### config.mk
export PLATFORM = sky130hd
export DESIGN_NAME = verilog_number_literal_parser
export DESIGN_NICKNAME = d
export VERILOG_FILES = /design/src/sv/vnl_pkg.sv /design/src/sv/verilog_number_literal_parser.sv /design/src/sv/vnl_front.sv /design/src/sv/vnl_queue.sv /design/src/sv/vnl_back.sv
export SDC_FILE = /design/constraint.sdc
export NUM_CORES = 1
export LEC_CHECK = 0
export BUFFER_PORTS_ARGS = -buffer_cell sky130_fd_sc_hd__buf_2
export CAP_MARGIN = 15
export CORE_UTILIZATION = 46
export DETAILED_ROUTE_END_ITERATION = 8
export MAX_ROUTING_LAYER = met4
export PLACE_DENSITY_LB_ADDON = 0.25
export SETUP_SLACK_MARGIN = 0.05
export SLEW_MARGIN = 10
export SYNTH_ARGS = -nofsm -noshare
export SYNTH_HDL_FRONTEND = slang
export SYNTH_SLANG_ARGS = --single-unit
### constraint.sdc
create_clock -name i_clk -period 7.98 [get_ports i_clk]
set_input_delay 0.798 -clock i_clk [delete_from_list [all_inputs] [get_ports i_clk]]
set_output_delay 0.798 -clock i_clk [all_outputs]
set_load 0.03 [all_outputs]
### src/sv/vnl_pkg.sv
// shared types, constants and codes for the verilog number literal parser
`default_nettype none

package vnl_pkg;

    localparam int unsigned VALUE_W       = 64;
    localparam int unsigned WIDTH_W       = 32;
    localparam int unsigned CHAR_W        = 8;
    localparam int unsigned DIGIT_W       = 4;
    localparam int unsigned QUEUE_DEPTH   = 2;
    localparam int unsigned QUEUE_PTR_W   = (QUEUE_DEPTH > 1) ? $clog2(QUEUE_DEPTH) : 1;
    localparam int unsigned QUEUE_CNT_W   = $clog2(QUEUE_DEPTH + 1);

    localparam logic [WIDTH_W-1:0] DEFAULT_WIDTH = WIDTH_W'(32);

    localparam logic [CHAR_W-1:0] CH_TICK  = 8'h27;
    localparam logic [CHAR_W-1:0] CH_SKIP  = 8'h5f;
    localparam logic [CHAR_W-1:0] CH_0     = 8'h30;
    localparam logic [CHAR_W-1:0] CH_9     = 8'h39;
    localparam logic [CHAR_W-1:0] CH_LO_A  = 8'h61;
    localparam logic [CHAR_W-1:0] CH_LO_F  = 8'h66;
    localparam logic [CHAR_W-1:0] CH_UP_A  = 8'h41;
    localparam logic [CHAR_W-1:0] CH_UP_F  = 8'h46;
    localparam logic [CHAR_W-1:0] CH_LO_H  = 8'h68;
    localparam logic [CHAR_W-1:0] CH_UP_H  = 8'h48;
    localparam logic [CHAR_W-1:0] CH_LO_B  = 8'h62;
    localparam logic [CHAR_W-1:0] CH_UP_B  = 8'h42;
    localparam logic [CHAR_W-1:0] CH_LO_O  = 8'h6f;
    localparam logic [CHAR_W-1:0] CH_UP_O  = 8'h4f;

    typedef enum logic [1:0] {
        RX_DEC = 2'd0,
        RX_HEX = 2'd1,
        RX_BIN = 2'd2,
        RX_OCT = 2'd3
    } t_radix;

    typedef enum logic [1:0] {
        ST_FIRST   = 2'd0,
        ST_DIGITS  = 2'd1,
        ST_STOPPED = 2'd2,
        ST_BAD     = 2'd3
    } t_status;

    typedef struct packed {
        logic                has_char;
        logic                last;
        logic                is_hex;
        logic [DIGIT_W-1:0]  digit;
        logic                is_tick;
        logic                is_skip;
        t_radix              base;
    } t_item;

endpackage

`default_nettype wire

### src/sv/verilog_number_literal_parser.sv
// top level: number literal parser taking one character per transaction
// throughput: one character per cycle, sustained, under no backpressure
// result: the transaction carrying last is written into the two-entry queue between
// classifier and accumulator, and o_out_valid is registered when the back end pops it
// reset: synchronous active-low i_rst_n empties the queue, clears parser state
// and drops any pending result
`default_nettype none

module verilog_number_literal_parser
    import vnl_pkg::*;
(
    input  wire logic                i_clk,
    input  wire logic                i_rst_n,
    input  wire logic                i_in_valid,
    output logic                     o_in_ready,
    input  wire logic [CHAR_W-1:0]   i_character,
    input  wire logic                i_has_char,
    input  wire logic                i_last,
    output logic                     o_out_valid,
    input  wire logic                i_out_ready,
    output logic                     o_ok,
    output logic [VALUE_W-1:0]       o_value,
    output logic [WIDTH_W-1:0]       o_width
);

    t_item  front_item;
    t_item  q_item;
    logic   q_valid;
    logic   back_ready;

    vnl_front u_front (
        .i_character (i_character),
        .i_has_char  (i_has_char),
        .i_last      (i_last),
        .o_item      (front_item)
    );

    vnl_queue u_queue (
        .i_clk   (i_clk),
        .i_rst_n (i_rst_n),
        .i_valid (i_in_valid),
        .i_item  (front_item),
        .o_ready (o_in_ready),
        .o_valid (q_valid),
        .o_item  (q_item),
        .i_ready (back_ready)
    );

    vnl_back u_back (
        .i_clk       (i_clk),
        .i_rst_n     (i_rst_n),
        .i_valid     (q_valid),
        .i_item      (q_item),
        .o_ready     (back_ready),
        .o_out_valid (o_out_valid),
        .i_out_ready (i_out_ready),
        .o_ok        (o_ok),
        .o_value     (o_value),
        .o_width     (o_width)
    );

    a_err_zero: assert property (@(posedge i_clk) disable iff (!i_rst_n)
        (o_out_valid && !o_ok) |-> (o_value == '0 && o_width == '0))
        else $error("failed result carries nonzero value or width");

    a_full_nonempty: assert property (@(posedge i_clk) disable iff (!i_rst_n)
        !o_in_ready |-> q_valid)
        else $error("queue refuses input while empty");

    a_reset_clears: assert property (@(posedge i_clk)
        !i_rst_n |=> !o_out_valid)
        else $error("result pending right after reset");

    a_no_early_result: assert property (@(posedge i_clk) disable iff (!i_rst_n)
        (!o_out_valid && !q_valid) |=> !o_out_valid)
        else $error("result appeared without a queued transaction");

endmodule

`default_nettype wire

### src/sv/vnl_front.sv
// front end: classifies each incoming character into digit, tick, skip and base codes
`default_nettype none

module vnl_front
    import vnl_pkg::*;
(
    input  wire logic [CHAR_W-1:0] i_character,
    input  wire logic              i_has_char,
    input  wire logic              i_last,
    output t_item                  o_item
);

    always_comb begin
        o_item          = '0;
        o_item.has_char = i_has_char;
        o_item.last     = i_last;
        o_item.is_tick  = (i_character == CH_TICK);
        o_item.is_skip  = (i_character == CH_SKIP);
        if (i_character >= CH_0 && i_character <= CH_9) begin
            o_item.is_hex = 1'b1;
            o_item.digit  = DIGIT_W'(i_character - CH_0);
        end else if (i_character >= CH_LO_A && i_character <= CH_LO_F) begin
            o_item.is_hex = 1'b1;
            o_item.digit  = DIGIT_W'(i_character - CH_LO_A + 8'd10);
        end else if (i_character >= CH_UP_A && i_character <= CH_UP_F) begin
            o_item.is_hex = 1'b1;
            o_item.digit  = DIGIT_W'(i_character - CH_UP_A + 8'd10);
        end
        if (i_character == CH_LO_H || i_character == CH_UP_H) begin
            o_item.base = RX_HEX;
        end else if (i_character == CH_LO_B || i_character == CH_UP_B) begin
            o_item.base = RX_BIN;
        end else if (i_character == CH_LO_O || i_character == CH_UP_O) begin
            o_item.base = RX_OCT;
        end else begin
            o_item.base = RX_DEC;
        end
    end

endmodule

`default_nettype wire

### src/sv/vnl_queue.sv
// short queue of classified characters between front and back end
`default_nettype none

module vnl_queue
    import vnl_pkg::*;
(
    input  wire logic  i_clk,
    input  wire logic  i_rst_n,
    input  wire logic  i_valid,
    input  wire t_item i_item,
    output logic       o_ready,
    output logic       o_valid,
    output t_item      o_item,
    input  wire logic  i_ready
);

    t_item                  r_mem [QUEUE_DEPTH];
    logic [QUEUE_PTR_W-1:0] r_wr_ptr;
    logic [QUEUE_PTR_W-1:0] r_rd_ptr;
    logic [QUEUE_CNT_W-1:0] r_count;
    logic                   push;
    logic                   pop;

    assign o_ready = (r_count != QUEUE_CNT_W'(QUEUE_DEPTH));
    assign o_valid = (r_count != '0);
    assign o_item  = r_mem[r_rd_ptr];
    assign push    = i_valid && o_ready;
    assign pop     = o_valid && i_ready;

    always_ff @(posedge i_clk) begin
        if (push) begin
            r_mem[r_wr_ptr] <= i_item;
        end
    end

    always_ff @(posedge i_clk) begin
        if (!i_rst_n) begin
            r_wr_ptr <= '0;
            r_rd_ptr <= '0;
            r_count  <= '0;
        end else begin
            if (push) begin
                r_wr_ptr <= (r_wr_ptr == QUEUE_PTR_W'(QUEUE_DEPTH - 1)) ? '0 : r_wr_ptr + 1'b1;
            end
            if (pop) begin
                r_rd_ptr <= (r_rd_ptr == QUEUE_PTR_W'(QUEUE_DEPTH - 1)) ? '0 : r_rd_ptr + 1'b1;
            end
            if (push && !pop) begin
                r_count <= r_count + 1'b1;
            end else if (pop && !push) begin
                r_count <= r_count - 1'b1;
            end
        end
    end

endmodule

`default_nettype wire

### src/sv/vnl_back.sv
// back end: width and value accumulators, phase tracking and result register
`default_nettype none

module vnl_back
    import vnl_pkg::*;
(
    input  wire logic                i_clk,
    input  wire logic                i_rst_n,
    input  wire logic                i_valid,
    input  wire t_item               i_item,
    output logic                     o_ready,
    output logic                     o_out_valid,
    input  wire logic                i_out_ready,
    output logic                     o_ok,
    output logic [VALUE_W-1:0]       o_value,
    output logic [WIDTH_W-1:0]       o_width
);

    typedef enum logic [1:0] {
        PH_BEFORE = 2'd0,
        PH_BASE   = 2'd1,
        PH_VALUE  = 2'd2
    } t_phase;

    t_phase               r_phase;
    t_radix               r_radix;
    logic [WIDTH_W-1:0]   r_wacc;
    t_status              r_wst;
    logic [VALUE_W-1:0]   r_vacc;
    t_status              r_vst;

    t_phase               n_phase;
    t_radix               n_radix;
    logic [WIDTH_W-1:0]   n_wacc;
    t_status              n_wst;
    logic [VALUE_W-1:0]   n_vacc;
    t_status              n_vst;

    logic                 dig_ok;
    logic                 dec_ok;
    logic [VALUE_W+3:0]   v_scaled;
    logic [VALUE_W+3:0]   v_sum;
    logic [WIDTH_W+3:0]   w_sum;
    logic [VALUE_W-1:0]   v_acc;
    t_status              v_st;
    logic [WIDTH_W-1:0]   w_acc;
    t_status              w_st;
    logic                 res_ok;
    logic [WIDTH_W-1:0]   res_width;
    logic                 out_free;
    logic                 pop;

    assign out_free = !o_out_valid || i_out_ready;
    assign o_ready  = !i_item.last || out_free;
    assign pop      = i_valid && o_ready;

    always_comb begin
        unique case (r_radix)
            RX_DEC: dig_ok = i_item.is_hex && (i_item.digit < DIGIT_W'(10));
            RX_HEX: dig_ok = i_item.is_hex;
            RX_BIN: dig_ok = i_item.is_hex && (i_item.digit < DIGIT_W'(2));
            RX_OCT: dig_ok = i_item.is_hex && (i_item.digit < DIGIT_W'(8));
            default: dig_ok = 1'b0;
        endcase
        unique case (r_radix)
            RX_DEC: v_scaled = {1'b0, r_vacc, 3'b000} + {3'b000, r_vacc, 1'b0};
            RX_HEX: v_scaled = {r_vacc, 4'b0000};
            RX_BIN: v_scaled = {3'b000, r_vacc, 1'b0};
            RX_OCT: v_scaled = {1'b0, r_vacc, 3'b000};
            default: v_scaled = '0;
        endcase
    end

    assign v_sum  = v_scaled + {{VALUE_W{1'b0}}, i_item.digit};
    assign dec_ok = i_item.is_hex && (i_item.digit < DIGIT_W'(10));
    assign w_sum  = {1'b0, r_wacc, 3'b000} + {3'b000, r_wacc, 1'b0}
                  + {{WIDTH_W{1'b0}}, i_item.digit};

    // value digit step
    always_comb begin
        v_acc = r_vacc;
        v_st  = r_vst;
        if (!i_item.is_skip && (r_vst == ST_FIRST || r_vst == ST_DIGITS)) begin
            if (r_radix == RX_BIN) begin
                if (!dig_ok) begin
                    v_st = ST_BAD;
                end else begin
                    v_acc = v_sum[VALUE_W-1:0];
                    v_st  = ST_DIGITS;
                end
            end else if (!dig_ok) begin
                v_st = (r_vst == ST_FIRST) ? ST_BAD : ST_STOPPED;
            end else if (v_sum[VALUE_W+3:VALUE_W] != '0) begin
                v_st = ST_BAD;
            end else begin
                v_acc = v_sum[VALUE_W-1:0];
                v_st  = ST_DIGITS;
            end
        end
    end

    // width digit step
    always_comb begin
        w_acc = r_wacc;
        w_st  = r_wst;
        if (r_wst == ST_FIRST || r_wst == ST_DIGITS) begin
            if (!dec_ok) begin
                w_st = (r_wst == ST_FIRST) ? ST_BAD : ST_STOPPED;
            end else if (w_sum[WIDTH_W+3:WIDTH_W] != '0) begin
                w_st = ST_BAD;
            end else begin
                w_acc = w_sum[WIDTH_W-1:0];
                w_st  = ST_DIGITS;
            end
        end
    end

    always_comb begin
        n_phase = r_phase;
        n_radix = r_radix;
        n_wacc  = r_wacc;
        n_wst   = r_wst;
        n_vacc  = r_vacc;
        n_vst   = r_vst;
        if (i_item.has_char) begin
            unique case (r_phase)
                PH_BEFORE: begin
                    if (i_item.is_tick) begin
                        n_phase = PH_BASE;
                    end else begin
                        n_wacc = w_acc;
                        n_wst  = w_st;
                        n_vacc = v_acc;
                        n_vst  = v_st;
                    end
                end
                PH_BASE: begin
                    n_radix = i_item.base;
                    n_vacc  = '0;
                    n_vst   = ST_FIRST;
                    n_phase = PH_VALUE;
                end
                PH_VALUE: begin
                    n_vacc = v_acc;
                    n_vst  = v_st;
                end
                default: begin
                    n_phase = r_phase;
                end
            endcase
        end
    end

    always_comb begin
        if (n_radix == RX_BIN && n_phase == PH_VALUE) begin
            res_ok = (n_vst != ST_BAD);
        end else begin
            res_ok = (n_phase != PH_BASE) && (n_vst == ST_DIGITS || n_vst == ST_STOPPED);
        end
        if (n_phase != PH_BEFORE && (n_wst == ST_DIGITS || n_wst == ST_STOPPED)) begin
            res_width = n_wacc;
        end else begin
            res_width = DEFAULT_WIDTH;
        end
    end

    always_ff @(posedge i_clk) begin
        if (!i_rst_n) begin
            r_phase     <= PH_BEFORE;
            r_radix     <= RX_DEC;
            r_wacc      <= '0;
            r_wst       <= ST_FIRST;
            r_vacc      <= '0;
            r_vst       <= ST_FIRST;
            o_out_valid <= 1'b0;
            o_ok        <= 1'b0;
            o_value     <= '0;
            o_width     <= '0;
        end else begin
            if (pop && i_item.last) begin
                o_out_valid <= 1'b1;
                o_ok        <= res_ok;
                o_value     <= res_ok ? n_vacc : '0;
                o_width     <= res_ok ? res_width : '0;
            end else if (i_out_ready) begin
                o_out_valid <= 1'b0;
            end
            if (pop) begin
                if (i_item.last) begin
                    r_phase <= PH_BEFORE;
                    r_radix <= RX_DEC;
                    r_wacc  <= '0;
                    r_wst   <= ST_FIRST;
                    r_vacc  <= '0;
                    r_vst   <= ST_FIRST;
                end else begin
                    r_phase <= n_phase;
                    r_radix <= n_radix;
                    r_wacc  <= n_wacc;
                    r_wst   <= n_wst;
                    r_vacc  <= n_vacc;
                    r_vst   <= n_vst;
                end
            end
        end
    end

endmodule

`default_nettype wire
==> insert_results.sql, run 1 <==
INSERT INTO impl_metrics (metric_group, metric, value, unit) VALUES
('run_status', 'status', 'finished, final reports clean', ''),
('cells_and_area', 'number_of_standard_cells_in_the_layout_taps_in_and_fillers_out', '2892', ''),
('synth', 'synth-seq-area-share', '26.1', '%'),
('drt', 'drt-pass1-iter-count', '9', ''),
('global_route', 'antenna_found_initial', '0', ''),
('setup_path', 'setup.worst_path.end_class', 'flop', ''),
('floorplanning', 'rows', '72', ''),
('cells_and_area', 'leading_cell_types_in_the_layout_fill_and_taps_excluded', 'nand2_1, a21oi_1, dfxtp_1', ''),
('synth', 'ys_seq_elements', '229', ''),
('worst_hold_path', 'hold_path.class', 'primary input to flop', ''),
('floorplanning', 'die_w', '202', 'um'),
('synth', 'synth.avg_cell_area', '7.97', 'um2'),
('clocking', 'htreeDepth', '1', ''),
('cells_and_area', 'area_growth', '10.3', '%'),
('power', 'total_leakage_power', '8.16', 'nW'),
('global_route', 'grt_max_degree', '75', ''),
('timing', 'finalCriticalPeriod', '7.58', 'ns'),
('setup_path', 'setup.worst_path.class', 'flop to flop', ''),
('cells_and_area', 'nFillCells', '3757', ''),
('clocking', 'path_clk_slew', '0.07', 'ns'),
('drt', 'route.antenna.remaining_nets', '0', ''),
('timing', 'timing.clock.skew', '0.0328', 'ns'),
('timing', 'worst_slew_margin_rel', '29.9', '%'),
('floorplanning', 'placeableCoreArea', '39000', 'um2'),
('timing', 'f_max', '0.132', 'GHz'),
('timing', 'report.final.setup_viol', '0', ''),
('timing', 'tightest_slew', '1.05', 'ns'),
('drt', 'first_iteration_detailed_routing_drc_count', '1526', ''),
('synth', 'async_flop_share', '0', '%'),
('setup_path', 'path_max_fanout', '56', ''),
('synth', 'mappedNetlistNets', '2461', ''),
('setup_path', 'cp-start-kind', 'flop', ''),
('synth', 'synth_flop_cell', 'dfxtp_1', ''),
('synth', 'yosysWarningCount', '0', ''),
('clocking', 'max-clock-path-buffers', '3', ''),
('cells_and_area', 'final_layout_size_suffix_gt1_share', '11.4', '%'),
('synth', 'number_of_enable_flip_flop_cells_after_synthesis', '22', ''),
('timing', 'setup_total_negative_slack', '0', 'ns'),
('place', 'detailedPlacementHpwl', '48100', 'um'),
('global_route', 'grt_overflow', '0', ''),
('cells_and_area', 'layout.area.seq', '4810', 'um2'),
('clocking', 'numCtsBuffers', '25', ''),
('clocking', 'post_cts_hold_buffer_count', '0', ''),
('clocking', 'tritoncts', 'built', ''),
('setup_path', 'slowest_stage_cell_cp', 'a2111oi_1', ''),
('setup_path', 'cp_peak_stage_delay', '0.73', 'ns'),
('power', 'ir_drop', '0.139', 'mV'),
('floorplanning', 'ioPinCount', '113', ''),
('floorplanning', 'fp.dieArea', '40800', 'um2'),
('drt', 'detailroute.via_count', '18504', ''),
('cells_and_area', 'leading_cell_type_in_the_layout_fill_and_taps_excluded', 'nand2_1', ''),
('place', 'placed_cells', '2847', ''),
('cells_and_area', 'combined_area_of_the_multi_input_logic_cells', '12900', 'um2'),
('timing', 'setup_repair_after_global_routing_missed_its_margin', 'no', ''),
('timing', 'timing.final.hold_violations', '0', ''),
('timing', 'drv_slew', '0', ''),
('power', 'power_per_cell_area', '165', 'nW/um2'),
('clocking', 'clkLatencyLatePin', '0.56', 'ns'),
('place', 'place_congestion', '1.02', ''),
('global_route', 'grt_first_pass_wirelength', '98200', 'um'),
('timing', 'finalCritPeriodShare', '95.0', '%'),
('floorplanning', 'die_height', '202', 'um'),
('global_route', 'gr-usage-all-layers', '30.9', '%'),
('place', 'place.port_buffers', '112', ''),
('synth', 'yosysUniqueCellTypes', '93', ''),
('drt', 'avgViaCountPerCell', '6.40', ''),
('synth', 'syn_area', '18400', 'um2'),
('setup_path', 'worst-endpoint-arrival', '7.99', 'ns'),
('clocking', 'ctsRootBufferMaster', 'clkbuf_16', ''),
('clocking', 'cts_num_sinks', '229', ''),
('cells_and_area', 'n_antenna_cell', '0', ''),
('global_route', 'grt_pass1_vias', '17453', ''),
('setup_path', 'timing.critical_path.required', '8.39', 'ns'),
('drt', 'drc_errors', '0', ''),
('run', 'max_cap_violations', '0', ''),
('floorplanning', 'initial_utilization', '47.2', '%'),
('drt', 'finalWirelength', '63100', 'um'),
('synth', 'synthesis.instances', '2309', ''),
('drt', 'route.detailed.wl_per_inst', '21.8', 'um'),
('cells_and_area', 'nets', '2509', '');
## synth_stat cells (14+ instances only)
cell	n	share of area, %
nand2_1	250	5.1
a21oi_1	211	5.7
dfxtp_1	207	23
o21ai_0	200	5.4
nor2_1	157	3.2
ha_1	134	9.1
clkbuf_1	89	1.8
xnor2_1	71	3.4
mux2i_1	67	3.6
a22o_1	52	2.5
nand4_1	49	1.7
xor2_1	49	2.3
nor3_1	47	1.3
inv_1	46	0.94
a21o_1	43	1.8
a22oi_1	39	1.6
nand3_1	39	1.1
nor2b_1	39	1.3
buf_2	35	0.95
nand2b_1	31	1.1
o2bb2ai_1	26	1.2
and2_1	24	0.82
a211oi_1	23	0.94
a221o_1	23	1.3
a31oi_1	23	0.78
edfxtp_1	22	3.6
nor4_1	20	0.68
or3_1	19	0.65
o21a_1	18	0.73
o211ai_1	15	0.61
and4_1	14	0.67
mux4_2	14	1.7
o21bai_1	14	0.57
or2_2	14	0.48
## cells by family after synthesis
family	after synthesis	synth area share, %
adder cells (fa/ha/maj)	138	9.55
flip-flops	229	26.1
multiplexers	91	5.97
AO/OA/AOI/OAI	798	28.5
buffers and inverters	185	4.18
XOR/XNOR	120	5.71
AND/OR/NAND/NOR	748	20.0
## through the flow
step | setup slack (ns) | total power (W) | cell area, um2 | utilization [%] | hold slack [ns]
after floorplan | 0.375 | 0.00193 | 18400 | - | 0.470
after global placement | 0.279 | 0.00219 | 19500 | 49.9 | 0.430
after detailed placement | 0.0383 | 0.00221 | 19500 | 49.9 | 0.439
after CTS | 0.134 | 0.00333 | 20200 | 51.9 | 0.425
after global routing | 0.0665 | 0.00348 | 20300 | 52.0 | 0.436
final | 0.401 | 0.00334 | 20300 | 52.0 | 0.437
## final timing paths
path                                                      from  slack (ns)  depth (start not counted)                              end
worst min register to register  u_back.o_width[2]$_SDFFE_PN0P_        0.45                          2   u_back.o_width[2]$_SDFFE_PN0P_
worst max register to register   u_back.r_vacc[2]$_SDFFE_PN0P_        0.40                         29  u_back.o_value[62]$_SDFFE_PN0P_
worst max-delay path             u_back.r_vacc[2]$_SDFFE_PN0P_        0.40                         29  u_back.o_value[62]$_SDFFE_PN0P_
worst min-delay path                                    i_last        0.44                          1    u_queue.r_mem[0][9]$_DFFE_PP_
## worst max-delay path, delay by kind of cell, from the launching register on
family                   cells  cell delay [ns]
XOR/XNOR                     1             0.22
flip-flops                   1             0.41
AND/OR/NAND/NOR              9             2.36
AO/OA/AOI/OAI               13             2.78
buffers and inverters        3             0.67
adder cells (fa/ha/maj)      3             0.98
## sequential cells by signal (all words and copies together), names as in the netlist, named ones only
signal,cells
u_back.o_width,32
u_back.o_out_valid,1
u_back.r_wacc,32
u_queue.r_count,2
u_back.r_wst,2
u_queue.r_mem,22
u_back.o_ok,1
u_queue.r_wr_ptr,1
u_back.r_vacc,64
u_back.r_radix,2
u_queue.r_rd_ptr,1
u_back.o_value,64
u_back.r_phase,2
u_back.r_vst,2
## routing by layer
layer,global-route usage [%],up-vias,share of wire [%]
met5,-,-,0
met1,40.7,8837,44
met3,3.26,145,6.4
met4,10.3,0,3.4
li1,-,8790,-
met2,49.2,732,46
## power breakdown
| part | switching (W) | leakage [nW] | internal (W) |
|---|---|---|---|
| logic | 0.000673 | 5.89 | 0.000285 |
| registers | 0.0000462 | 1.88 | 0.00120 |
| clock network | 0.000490 | 0.388 | 0.000648 |
| total | 0.00121 | 8.16 | 0.00213 |
## repair_timing
action / CTS / global route
pin swaps: 0 / 2
endpoints found under the setup margin: 56 / 77
gates resized for setup: 1 / 9
setup buffers: 0 / 1
gates cloned: 0 / 0
hold endpoints to repair: 0 / 0
## cell type report
type,count,share of cell area [%]
clock buffers,36,3.48
clock inverters,8,0.376
well taps,518,3.19
inverters,46,0.851
flip-flops and latches,229,23.7
multi-input cells,1895,63.7
repair buffers,160,4.72
Power figures use the tool's default switching activity.
==> run 2, diff against run 1 <==
CTS_BUF_LIST = sky130_fd_sc_hd__clkbuf_16   (was default)
RECOVER_POWER = 100   (was default)
==> insert_results.sql, run 2 (synthesis gave the netlist of run 1 again) <==
INSERT INTO impl_metrics (metric_group, metric, value, unit) VALUES
('cells_and_area', 'area_growth', '9.22', '%'),
('clocking', 'htreeDepth', '1', ''),
('clocking', 'cts_num_sinks', '229', ''),
('global_route', 'grt_max_degree', '75', ''),
('place', 'place.port_buffers', '112', ''),
('timing', 'timing.final.hold_violations', '0', ''),
('cells_and_area', 'leading_cell_type_in_the_layout_fill_and_taps_excluded', 'nand2_1', ''),
('cells_and_area', 'largestRegisters', 'u_back.o_value (64), u_back.r_vacc (64)', ''),
('timing', 'setup_total_negative_slack', '0', 'ns'),
('worst_hold_path', 'hold_path.class', 'primary input to flop', ''),
('cells_and_area', 'final_layout_size_suffix_gt1_share', '6.78', '%'),
('place', 'place_area', '19500', 'um2'),
('setup_path', 'setup.worst_path.class', 'flop to flop', ''),
('drt', 'drc_errors', '0', ''),
('floorplanning', 'rows', '72', ''),
('timing', 'finalCriticalPeriod', '7.51', 'ns'),
('setup_path', 'cp_peak_stage_delay', '0.68', 'ns'),
('clocking', 'clkLatencyLatePin', '0.56', 'ns'),
('drt', 'avgViaCountPerCell', '6.42', ''),
('timing', 'f_max', '0.133', 'GHz'),
('cells_and_area', 'leading_cell_types_in_the_layout_fill_and_taps_excluded', 'nand2_1, a21oi_1, dfxtp_1', ''),
('floorplanning', 'fp.dieArea', '40800', 'um2'),
('setup_path', 'path_max_fanout', '56', ''),
('drt', 'route.antenna.remaining_nets', '0', ''),
('place', 'placement.setup.worst_slack', '0.0383', 'ns'),
('drt', 'detailroute.via_count', '18576', ''),
('drt', 'finalWirelength', '63100', 'um'),
('power', 'combPwrFrac', '28.8', '%'),
('floorplanning', 'die_height', '202', 'um'),
('timing', 'fin_ws', '0.467', 'ns'),
('power', 'total_switching_power', '0.00121', 'W'),
('setup_path', 'timing.critical_path.required', '8.45', 'ns'),
('timing', 'worst_slew_margin_rel', '17.1', '%'),
('power', 'net_switching_share_of_the_total_power', '36.8', '%'),
('cells_and_area', 'nets', '2509', ''),
('run', 'max_cap_violations', '0', ''),
('place', 'detailedPlacementHpwl', '48100', 'um'),
('setup_path', 'cp-start-kind', 'flop', ''),
('power', 'cell_internal_pwr', '0.00207', 'W'),
('power', 'power.clock.fraction', '33.2', '%'),
('clocking', 'tritoncts', 'built', ''),
('timing', 'drv_slew', '0', ''),
('power', 'seqPwrFrac', '38.0', '%'),
('global_route', 'grt_overflow', '0', ''),
('floorplanning', 'placeableCoreArea', '39000', 'um2'),
('global_route', 'antenna_found_initial', '0', ''),
('setup_path', 'worst-endpoint-arrival', '7.98', 'ns'),
('drt', 'first_iteration_detailed_routing_drc_count', '1603', ''),
('timing', 'timing.clock.skew', '0.0299', 'ns'),
('floorplanning', 'initial_utilization', '47.2', '%'),
('clocking', 'path_clk_slew', '0.07', 'ns'),
('global_route', 'grt_first_pass_wirelength', '98100', 'um'),
('floorplanning', 'die_w', '202', 'um'),
('global_route', 'grt_pass1_vias', '17436', ''),
('clocking', 'numCtsBuffers', '25', ''),
('clocking', 'max-clock-path-buffers', '3', ''),
('run_status', 'status', 'finished, final reports clean', ''),
('power', 'power_per_cell_area', '163', 'nW/um2'),
('floorplanning', 'ioPinCount', '113', ''),
('global_route', 'gr-usage-all-layers', '30.9', '%'),
('setup_path', 'slowest_stage_cell_cp', 'a2111oi_1', ''),
('timing', 'tightest_slew', '1.23', 'ns'),
('cells_and_area', 'n_antenna_cell', '0', ''),
('timing', 'report.final.setup_viol', '0', ''),
('place', 'place_congestion', '1.02', ''),
('cells_and_area', 'stdcell_area', '20100', 'um2'),
('clocking', 'post_cts_hold_buffer_count', '0', ''),
('drt', 'route.detailed.wl_per_inst', '21.8', 'um'),
('power', 'ir_drop', '0.138', 'mV'),
('drt', 'drt-pass1-iter-count', '5', ''),
('timing', 'setup_repair_after_global_routing_missed_its_margin', 'no', ''),
('power', 'total_leakage_power', '7.72', 'nW'),
('timing', 'finalCritPeriodShare', '94.1', '%'),
('clocking', 'ctsRootBufferMaster', 'clkbuf_16', ''),
('setup_path', 'setup.worst_path.end_class', 'flop', '');
run 2: changes by cell type in the layout (fill, tap and decap cells not counted), sizes merged:
| cell | change |
|---|---|
| buf | -105 |
| clkinv | +4 |
| clkbuf | +94 |
| inv | +7 |
run 2: per-layer routing:
| metal | global-route usage [%] | vias to the layer above | wire length, um |
|---|---|---|---|
| li1 | - | 8793 | - |
| met1 | 40.7 | 8868 | 28300 |
| met2 | 49.2 | 771 | 28700 |
| met3 | 3.26 | 144 | 3940 |
| met4 | 10.1 | 0 | 2180 |
| met5 | - | - | 0 |
run 2: final timing paths:
check        cells after the start                      startpoint  slack (ns)                               to
min                              1                          i_last        0.44    u_queue.r_mem[0][9]$_DFFE_PP_
max                             29   u_back.r_vacc[2]$_SDFFE_PN0P_        0.47  u_back.o_value[13]$_SDFFE_PN0P_
min reg2reg                      2  u_back.o_width[2]$_SDFFE_PN0P_        0.45   u_back.o_width[2]$_SDFFE_PN0P_
max reg2reg                     29   u_back.r_vacc[2]$_SDFFE_PN0P_        0.47  u_back.o_value[13]$_SDFFE_PN0P_
run 2: what timing repair did:
item / in CTS / in global routing
buffers inserted: 0 / 1
setup endpoints to repair: 56 / 77
pin swaps: 0 / 2
resized for setup: 1 / 10
run 2: power by group through the flow:
stage | clock network (W) | logic, W | registers, W
floorplan | 0 | 0.000684 | 0.00125
global placement | 0 | 0.000921 | 0.00127
detailed placement | 0 | 0.000935 | 0.00127
CTS | 0.00110 | 0.000940 | 0.00125
global route | 0.00115 | 0.00101 | 0.00125
finish | 0.00109 | 0.000944 | 0.00125
run 2: area by class of cell:
type                            instances  area (um2)
Clock buffer                           25         626
Clock inverter                         19         118
Fill cell                            3810       18900
Inverter                               46         173
Multi-Input combinational cell       1895       12900
Sequential cell                       229        4810
Tap cell                              518         648
Timing Repair Buffer                  160         820
run 2: through the flow:
stage | util (%) | hold WS, ns | std cells | power (W)
floorplan | - | 0.470 | 2309 | 0.00193
global placement | 49.9 | 0.430 | 2847 | 0.00219
detailed placement | 49.9 | 0.439 | 2847 | 0.00221
CTS | 51.8 | 0.425 | 2891 | 0.00329
global route | 51.5 | 0.436 | 2892 | 0.00341
finish | 51.5 | 0.438 | 2892 | 0.00328
run 2: worst max-delay path, delay by kind of cell (launching register included):
family                   cells  cell delay (ns)
AO/OA/AOI/OAI               12             2.67
AND/OR/NAND/NOR              9             2.14
adder cells (fa/ha/maj)      3             1.02
buffers and inverters        3             0.71
flip-flops                   1             0.40
multiplexers                 1             0.24
XOR/XNOR                     1             0.22
